**config.mk**
```make
export PLATFORM = sky130hd
export DESIGN_NAME = requantize_int32_to_int8
export DESIGN_NICKNAME = d
export VERILOG_FILES = /design/src/design/rqi8_pkg.sv /design/src/design/rqi8_regs.sv /design/src/design/requantize_int32_to_int8.sv
export SDC_FILE = /design/constraint.sdc
export NUM_CORES = 2
export LEC_CHECK = 0
export BUFFER_PORTS_ARGS = -buffer_cell sky130_fd_sc_hd__buf_4
export CAP_MARGIN = 5
export CORE_UTILIZATION = 40
export CTS_CLUSTER_SIZE = 8
export DETAILED_ROUTE_END_ITERATION = 16
export PLACE_DENSITY_LB_ADDON = 0.15
export REMOVE_ABC_BUFFERS = 1
export SYNTH_ARGS = -nofsm -noshare
export SYNTH_HDL_FRONTEND = slang
export SYNTH_SLANG_ARGS = --single-unit
```
**constraint.sdc**
```tcl
create_clock -name clk_i -period 46.8 [get_ports clk_i]
set_clock_uncertainty 0.1 [all_clocks]
set_input_delay 9.36 -clock clk_i [delete_from_list [all_inputs] [get_ports clk_i]]
set_output_delay 9.36 -clock clk_i [all_outputs]
set_load 0.01 [all_outputs]
```
**src/design/rqi8_pkg.sv**
```systemverilog
// Shared types, constants and helper functions for the int32-to-int8 requantizer.
package rqi8_pkg;

  typedef struct packed {
    logic               signed_output;
    logic signed [31:0] zero_point;
  } rqi8_cfg_t;

  // Register indexes on the configuration port
  localparam logic REG_SIGNED_OUTPUT = 1'b0;
  localparam logic REG_ZERO_POINT    = 1'b1;

  localparam logic [7:0]  FP_EXP_SPECIAL = 8'hFF;
  localparam logic [31:0] INT32_MAX_C    = 32'h7FFF_FFFF;
  localparam logic [31:0] INT32_MIN_C    = 32'h8000_0000;
  localparam logic signed [33:0] U8_LO = 34'sd0;
  localparam logic signed [33:0] U8_HI = 34'sd255;
  localparam logic signed [33:0] S8_LO = -34'sd128;
  localparam logic signed [33:0] S8_HI = 34'sd127;

  // Leading zero count of a 48-bit word; 48 for an all-zero word
  function automatic logic [5:0] lzc48(input logic [47:0] v);
    logic [5:0] n;
    logic       found;
    n     = 6'd48;
    found = 1'b0;
    for (int i = 47; i >= 0; i--) begin
      if (!found && v[i]) begin
        n     = 6'(47 - i);
        found = 1'b1;
      end
    end
    return n;
  endfunction

endpackage

```
**src/design/rqi8_regs.sv**
```systemverilog
// Configuration registers behind the APB-style port.
module rqi8_regs (
  input  logic                    clk_i,
  input  logic                    rst_ni,
  input  logic                    psel,
  input  logic                    penable,
  input  logic                    pwrite,
  input  logic [2:0]              paddr,
  input  logic [31:0]             pwdata,
  output logic [31:0]             prdata,
  output logic                    pready,
  output rqi8_pkg::rqi8_cfg_t     cfg_o
);
  import rqi8_pkg::*;

  logic               signed_output_q;
  logic signed [31:0] zero_point_q;
  logic               wr_en;

  assign pready = 1'b1;
  assign wr_en  = psel && penable && pwrite && pready;

  always_ff @(posedge clk_i or negedge rst_ni) begin
    if (!rst_ni) begin
      signed_output_q <= 1'b0;
      zero_point_q    <= '0;
    end else if (wr_en) begin
      case (paddr[2])
        REG_SIGNED_OUTPUT: signed_output_q <= pwdata[0];
        REG_ZERO_POINT:    zero_point_q    <= $signed(pwdata);
        default: ;
      endcase
    end
  end

  always_comb begin
    case (paddr[2])
      REG_SIGNED_OUTPUT: prdata = {31'd0, signed_output_q};
      REG_ZERO_POINT:    prdata = zero_point_q;
      default:           prdata = '0;
    endcase
  end

  assign cfg_o.signed_output = signed_output_q;
  assign cfg_o.zero_point    = zero_point_q;

endmodule

```
**src/design/requantize_int32_to_int8.sv**
```systemverilog
// Top level of the int32-to-int8 requantizer: eight-stage float pipeline and stream ports.
// Each input word carries one lane: a signed 32-bit accumulator and an IEEE single
// multiplier. The accumulator is rounded to single precision, multiplied in single
// precision (subnormals kept), rounded to an integer with ties to even, saturated to
// int32, offset by the zero point and clamped to an unsigned or signed byte. A
// non-finite multiplier gives byte 0 with tuser set. One word is accepted every
// cycle unless the output word waits; it passes the decode, normalize, round, multiply,
// normalize, round, integer and output stages. The whole pipeline holds while the
// output word waits, and tlast marks the last lane of each TILE_LANES-lane tile.
module requantize_int32_to_int8 #(
  parameter int TILE_LANES = 8
) (
  input  logic        clk_i,
  input  logic        rst_ni,
  input  logic        s_axis_tvalid,
  output logic        s_axis_tready,
  input  logic [63:0] s_axis_tdata,  // [31:0] accumulator, [63:32] scale_bits
  output logic        m_axis_tvalid,
  input  logic        m_axis_tready,
  output logic [7:0]  m_axis_tdata,  // [7:0] res_byte
  output logic        m_axis_tuser,  // [0] bad_scale
  output logic        m_axis_tlast,
  input  logic        psel,
  input  logic        penable,
  input  logic        pwrite,
  input  logic [2:0]  paddr,
  input  logic [31:0] pwdata,
  output logic [31:0] prdata,
  output logic        pready
);
  import rqi8_pkg::*;

  localparam int CW = (TILE_LANES > 1) ? $clog2(TILE_LANES) : 1;
  localparam logic [CW-1:0] LANE_END = CW'(TILE_LANES - 1);

  rqi8_cfg_t cfg;

  rqi8_regs u_regs (
    .clk_i   (clk_i),
    .rst_ni  (rst_ni),
    .psel    (psel),
    .penable (penable),
    .pwrite  (pwrite),
    .paddr   (paddr),
    .pwdata  (pwdata),
    .prdata  (prdata),
    .pready  (pready),
    .cfg_o   (cfg)
  );

  logic adv, in_acc;
  logic [8:1] v_q;
  logic [CW-1:0] lane_q;

  assign adv           = !v_q[8] || m_axis_tready;
  assign s_axis_tready = adv;
  assign in_acc        = s_axis_tvalid && s_axis_tready;

  // Per-stage sideband: sign, bad scale, last lane
  logic [8:1] sgn_q, bad_q, last_q;

  // Stage 1: decode
  logic [31:0]        a1_q;
  logic [23:0]        ms1_q;
  logic signed [9:0]  es1_q;
  // Stage 2: normalize accumulator
  logic [31:0]        n2_q;
  logic signed [5:0]  ea2_q;
  logic [23:0]        ms2_q;
  logic signed [9:0]  es2_q;
  logic               z2_q;
  // Stage 3: round accumulator to single
  logic [23:0]        ma3_q, ms3_q;
  logic signed [5:0]  ea3_q;
  logic signed [9:0]  es3_q;
  logic               z3_q;
  // Stage 4: mantissa product
  logic [47:0]        p4_q;
  logic signed [9:0]  e4_q;
  logic               z4_q;
  // Stage 5: normalize product
  logic [47:0]        n5_q;
  logic signed [10:0] x5_q;
  logic               z5_q;
  // Stage 6: round product to single, classify
  logic [23:0]        f6_q;
  logic [4:0]         sh6_q;
  logic               small6_q, big6_q;
  // Stage 7: integer result
  logic [31:0]        r7_q;
  // Stage 8: output
  logic [7:0]         byte8_q;

  // Stage 1 logic
  logic [31:0] acc_in, sc_in, a1_d;
  logic [7:0]  se;
  logic [23:0] ms1_d;
  logic signed [9:0] es1_d;
  assign acc_in = s_axis_tdata[31:0];
  assign sc_in  = s_axis_tdata[63:32];
  assign se     = sc_in[30:23];
  assign a1_d   = acc_in[31] ? (32'd0 - acc_in) : acc_in;
  assign ms1_d  = {se != 8'd0, sc_in[22:0]};
  // subnormal scale shares the exponent of the smallest normal
  assign es1_d  = $signed({2'b00, ((se == 8'd0) ? 8'd1 : se)}) - 10'sd150;

  // Stage 2 logic
  logic [5:0] lz2;
  assign lz2 = lzc48({a1_q, 16'h0000});

  // Stage 3 logic
  logic        inc3;
  logic [24:0] sum3;
  assign inc3 = n2_q[7] && ((|n2_q[6:0]) || n2_q[8]);
  assign sum3 = {1'b0, n2_q[31:8]} + 25'(inc3);

  // Stage 5 logic
  logic [5:0] lzp5;
  assign lzp5 = lzc48(p4_q);

  // Stage 6 logic
  logic        inc6;
  logic [24:0] sum6;
  logic signed [10:0] xr6, xp6;
  assign inc6 = n5_q[23] && ((|n5_q[22:0]) || n5_q[24]);
  assign sum6 = {1'b0, n5_q[47:24]} + 25'(inc6);
  assign xr6  = x5_q + 11'(sum6[24]);
  assign xp6  = xr6 + 11'sd1;

  // Stage 7 logic
  logic [54:0] v7;
  logic        inc7;
  logic [30:0] mag7;
  logic [31:0] r7_d;
  assign v7   = 55'(f6_q) << sh6_q;
  assign inc7 = v7[23] && ((|v7[22:0]) || v7[24]);
  assign mag7 = v7[54:24] + 31'(inc7);
  always_comb begin
    if (small6_q)      r7_d = '0;
    else if (big6_q)   r7_d = sgn_q[6] ? INT32_MIN_C : INT32_MAX_C;
    else if (sgn_q[6]) r7_d = 32'd0 - {1'b0, mag7};
    else               r7_d = {1'b0, mag7};
  end

  // Stage 8 logic
  logic signed [33:0] s8, lo8, hi8, c8;
  logic [7:0] byte8_d;
  assign s8  = $signed({{2{r7_q[31]}}, r7_q}) +
               $signed({{2{cfg.zero_point[31]}}, cfg.zero_point});
  assign lo8 = cfg.signed_output ? S8_LO : U8_LO;
  assign hi8 = cfg.signed_output ? S8_HI : U8_HI;
  always_comb begin
    if (s8 < lo8)      c8 = lo8;
    else if (s8 > hi8) c8 = hi8;
    else               c8 = s8;
    byte8_d = bad_q[7] ? 8'd0 : c8[7:0];
  end

  // Control: valid bits and lane counter
  always_ff @(posedge clk_i or negedge rst_ni) begin
    if (!rst_ni) begin
      v_q    <= '0;
      lane_q <= '0;
    end else begin
      if (adv) v_q <= {v_q[7:1], in_acc};
      if (in_acc) lane_q <= (lane_q == LANE_END) ? '0 : lane_q + CW'(1);
    end
  end

  // Payload: advance all stages together
  always_ff @(posedge clk_i) begin
    if (adv) begin
      sgn_q  <= {sgn_q[7:1], acc_in[31] ^ sc_in[31]};
      bad_q  <= {bad_q[7:1], se == FP_EXP_SPECIAL};
      last_q <= {last_q[7:1], lane_q == LANE_END};

      a1_q  <= a1_d;
      ms1_q <= ms1_d;
      es1_q <= es1_d;

      n2_q  <= a1_q << lz2[4:0];
      ea2_q <= 6'sd8 - $signed({1'b0, lz2[4:0]});
      ms2_q <= ms1_q;
      es2_q <= es1_q;
      z2_q  <= (a1_q == 32'd0) || (ms1_q == 24'd0);

      ma3_q <= sum3[24] ? 24'h80_0000 : sum3[23:0];
      ea3_q <= ea2_q + 6'(sum3[24]);
      ms3_q <= ms2_q;
      es3_q <= es2_q;
      z3_q  <= z2_q;

      p4_q <= ma3_q * ms3_q;
      e4_q <= {{4{ea3_q[5]}}, ea3_q} + es3_q;
      z4_q <= z3_q;

      n5_q <= p4_q << lzp5;
      x5_q <= 11'sd47 - $signed({5'd0, lzp5}) + {e4_q[9], e4_q};
      z5_q <= z4_q;

      f6_q     <= sum6[24] ? 24'h80_0000 : sum6[23:0];
      sh6_q    <= xp6[4:0];
      // below one half the value rounds to zero, even after the single rounding
      small6_q <= z5_q || (xr6 < -11'sd1);
      // in the top binade only the largest positive single, 2147483520, saturates
      big6_q   <= !z5_q && ((xr6 > 11'sd30) ||
                  ((xr6 == 11'sd30) && !sgn_q[5] && (sum6[23:0] == 24'hFF_FFFF)));

      r7_q    <= r7_d;
      byte8_q <= byte8_d;
    end
  end

  assign m_axis_tvalid = v_q[8];
  assign m_axis_tdata  = byte8_q;
  assign m_axis_tuser  = bad_q[8];
  assign m_axis_tlast  = last_q[8];

  a_bad_zero: assert property (@(posedge clk_i) disable iff (!rst_ni)
    m_axis_tvalid && m_axis_tuser |-> m_axis_tdata == 8'd0)
    else $error("bad scale word carries nonzero byte");

  a_lane_range: assert property (@(posedge clk_i) disable iff (!rst_ni)
    lane_q <= LANE_END)
    else $error("lane counter out of range");

  a_enter: assert property (@(posedge clk_i) disable iff (!rst_ni)
    in_acc |=> v_q[1])
    else $error("accepted word missing from first stage");

endmodule

```
==> flow_results.xml <==
<?xml version="1.0" encoding="UTF-8"?>
<metrics>
  <group name="drt">
    <metric name="overall_via_count_from_detail_route" unit="">34910</metric>
    <metric name="routedWlPerCell" unit="microns">19.22</metric>
    <metric name="ant_nets" unit="">0</metric>
    <metric name="detailedRoute.firstPassIterationCount" unit="">6</metric>
    <metric name="drt_iter0_markers" unit="">2224</metric>
    <metric name="drt_wl_total" unit="microns">123600</metric>
    <metric name="post_drt_via_cell_ratio" unit="">5.428</metric>
    <metric name="route.detailed.drc" unit="">0</metric>
  </group>
  <group name="synthesis">
    <metric name="post_synthesis_cell_area" unit="sq um">47480</metric>
    <metric name="synth-async-reset-ratio" unit="%">9.628</metric>
    <metric name="synth_top_cells_by_area" unit="">edfxtp_1 26%, fa_1 20%, ha_1 7.0%</metric>
    <metric name="synthesized_area_divided_by_synthesized_cell_count" unit="sq um">9.901</metric>
    <metric name="synth_edf_count" unit="">413</metric>
    <metric name="yosys_most_used_dff" unit="">edfxtp_1</metric>
    <metric name="sequential_to_total_area_share_from_yosys_stat" unit="%">28.44</metric>
    <metric name="synthesis.yosys.warnings" unit="">0</metric>
    <metric name="synth_top_cell_area_share" unit="%">26.12</metric>
    <metric name="yosys.cell_types.count" unit="">99</metric>
    <metric name="yosysTopAreaCell" unit="">edfxtp_1</metric>
    <metric name="synthMostInstantiatedCell" unit="">nand2_1</metric>
    <metric name="netlist_top_cells_count" unit="">579 x nand2_1, 564 x inv_1, 485 x fa_1</metric>
    <metric name="synth_seq_cells" unit="">457</metric>
    <metric name="syn_inst" unit="">4796</metric>
  </group>
  <group name="timing">
    <metric name="slew_headroom" unit="%">22.12</metric>
    <metric name="timing_worst_slew_pin_value" unit="ps">1168</metric>
    <metric name="hold_violations" unit="">0</metric>
    <metric name="rsz0062_at_grt" unit="">false</metric>
    <metric name="setup_violations" unit="">0</metric>
    <metric name="post-route-min-period" unit="ps">19400</metric>
    <metric name="fmax" unit="GHz">0.05153</metric>
    <metric name="fin_tns_setup" unit="ps">0</metric>
    <metric name="report.final.slew_viol_count" unit="">0</metric>
    <metric name="final.period_utilization" unit="%">41.46</metric>
  </group>
  <group name="final_layout">
    <metric name="final_area" unit="sq um">52180</metric>
    <metric name="post_route_cells_drive_above_1_share" unit="%">9.661</metric>
    <metric name="syn_to_final_growth" unit="%">9.889</metric>
    <metric name="fin_nets" unit="">5725</metric>
    <metric name="antennaDiodeCount" unit="">0</metric>
  </group>
  <group name="min_path">
    <metric name="hold_path.class" unit="">flip-flop to flip-flop</metric>
  </group>
  <group name="worst_setup_path">
    <metric name="worstPathMaxFanout" unit="">35</metric>
    <metric name="crit-reg2reg-capture" unit="">p4_q[44]</metric>
    <metric name="worstSetupEndpointType" unit="">output port</metric>
    <metric name="reg2reg_depth" unit="">24</metric>
    <metric name="critPathRequiredTime" unit="ps">37340</metric>
    <metric name="r2r-start" unit="">ms3_q[8]</metric>
    <metric name="critical_path.endpoint" unit="">prdata[0]</metric>
    <metric name="critPathKind" unit="">input port to output port</metric>
    <metric name="r2r_setup_slack" unit="ps">37110</metric>
    <metric name="cp-startpoint" unit="">paddr[2]</metric>
    <metric name="arr_time_crit_path" unit="ps">9940</metric>
    <metric name="critical_path.startpoint_type" unit="">input port</metric>
  </group>
  <group name="cts">
    <metric name="numClockSinks" unit="">457</metric>
    <metric name="post_cts_resize_count" unit="">0</metric>
    <metric name="post_cts_buffers" unit="">0</metric>
    <metric name="hold_buffers" unit="">0</metric>
    <metric name="tritoncts" unit="">yes</metric>
    <metric name="num_cts_buffers" unit="">69</metric>
    <metric name="h-tree-depth" unit="">3</metric>
    <metric name="clk_pin_slew_worst_paths" unit="ps">50</metric>
    <metric name="clock_path_buffers" unit="">3</metric>
    <metric name="clkLatencyLatePin" unit="ps">660</metric>
    <metric name="cts-root-buf" unit="">clkbuf_16</metric>
  </group>
  <group name="placement">
    <metric name="port_buffers" unit="">147</metric>
    <metric name="placed_cell_area" unit="sq um">50170</metric>
    <metric name="place.gp.congestion" unit="">0.8989</metric>
    <metric name="hpwlAfterDp" unit="microns">93970</metric>
  </group>
  <group name="grt">
    <metric name="grt_antenna_before_repair" unit="">1</metric>
    <metric name="grt_total_usage" unit="%">20.77</metric>
    <metric name="grt_pass1_vias" unit="">35620</metric>
    <metric name="grt_max_degree" unit="">192</metric>
    <metric name="grt_pass1_wl" unit="microns">199500</metric>
    <metric name="grt_overflow_total" unit="">0</metric>
  </group>
  <group name="die">
    <metric name="dieArea" unit="sq um">120100</metric>
    <metric name="die_x" unit="microns">346.5</metric>
    <metric name="initial_core_util" unit="%">40.27</metric>
    <metric name="die_height" unit="microns">346.5</metric>
    <metric name="rows" unit="">126</metric>
    <metric name="ioPinCount" unit="">151</metric>
    <metric name="core" unit="sq um">117900</metric>
  </group>
  <group name="status">
    <metric name="outcome" unit="">finished clean</metric>
  </group>
  <group name="job">
    <metric name="max-cap-violations" unit="">0</metric>
  </group>
</metrics>
## worst min path at each step
stage | slack, ps | cells past startpoint | to | from
after global placement | 300 | 0 | ms3_q[22] | ms2_q[22]
after floorplan | 300 | 0 | bad_q[2] | bad_q[1]
after CTS | 310 | 0 | ms3_q[2] | ms2_q[2]
final | 310 | 0 | ms3_q[2] | ms2_q[2]
after global routing | 320 | 0 | es3_q[5] | es2_q[5]
after detailed placement | 300 | 0 | es2_q[1] | es1_q[1]
## routing by layer
layer	up-vias	share of wire, %	GRT usage [%]
li1	16550	-	-
met1	17280	44	27.64
met2	886	48	35.38
met3	197	4.5	2.562
met4	0	2.6	5.996
met5	-	0	0
## state kept, by name (all words and copies together), names as in the netlist, 8 cells and up
name                 count
ms3_q                   24
p4_q                    48
v_q                      8
e4_q                    10
u_regs.zero_point_q     32
x5_q                    11
n2_q                    32
es3_q                    9
m_axis_tdata             8
bad_q                    8
es2_q                    9
f6_q                    24
ms1_q                   24
last_q                   8
a1_q                    32
r7_q                    32
n5_q                    48
ms2_q                   24
ma3_q                   24
es1_q                    9
## kinds of logic after synthesis
group	Yosys count	share of synthesized area, %
XOR/XNOR	201	3.723
flip-flops	457	28.44
AND/OR/NAND/NOR	1586	16.35
adder cells (fa/ha/maj)	751	27.46
multiplexers	315	7.737
buffers and inverters	789	6.461
other	1	0.007898
AO/OA/AOI/OAI	696	9.829
## final cells by class
cell class,count,area (sq um)
fill,11410,65740
timing repair buffer,220,1664
tap,1536,1922
inverter,570,2140
multi-input combinational,3550,30940
clock buffer,87,1794
sequential,457,13500
clock inverter,12,215.2
## critical path, cell delays in order
cell     delay [ps]
buf_4           270
nand2_1          70
o21ai_0          80
buf_4           150
## per-stage QoR
step,worst slack (ps),hold WS (ps),utilization (%),instances
floorplan,17870,300.3,-,4577
global placement,27380,300.4,42.54,6333
detailed placement,27370,304.5,42.54,6333
CTS,27370,311.8,44.25,6432
global route,27320,321.6,44.25,6432
finish,27400,310.9,44.25,6432
## cells in the final DEF, fill, tap and decap left out, types with 25 or more instances in the layout
cell / synthesis / routed
ha_1: 266 / 266
o211ai_1: 32 / 32
a211oi_1: 25 / 25
nor2b_1: 44 / 44
and2_1: 254 / 254
fa_1: 485 / 485
clkbuf_16: 0 / 69
o21a_1: 34 / 34
nor2_1: 273 / 272
or3_1: 32 / 32
o31ai_1: 28 / 28
mux2i_1: 184 / 184
buf_4: 3 / 219
edfxtp_1: 413 / 413
xor2_1: 57 / 57
inv_1: 564 / 563
a21oi_1: 170 / 170
nand2b_1: 38 / 37
and3_1: 27 / 27
nand2_1: 579 / 579
nand4_1: 44 / 44
o21ai_0: 138 / 138
nand3_1: 96 / 96
dfrtp_1: 44 / 44
xnor2_1: 143 / 143
mux2_2: 96 / 96
a31oi_1: 29 / 29
mux4_2: 30 / 30
nor4_1: 45 / 45
a21o_1: 52 / 52
nor3_1: 72 / 72
Power is left out: the tool's default activity adds up to more than one toggle a clock period on the data nets, which glitch-free logic cannot reach.
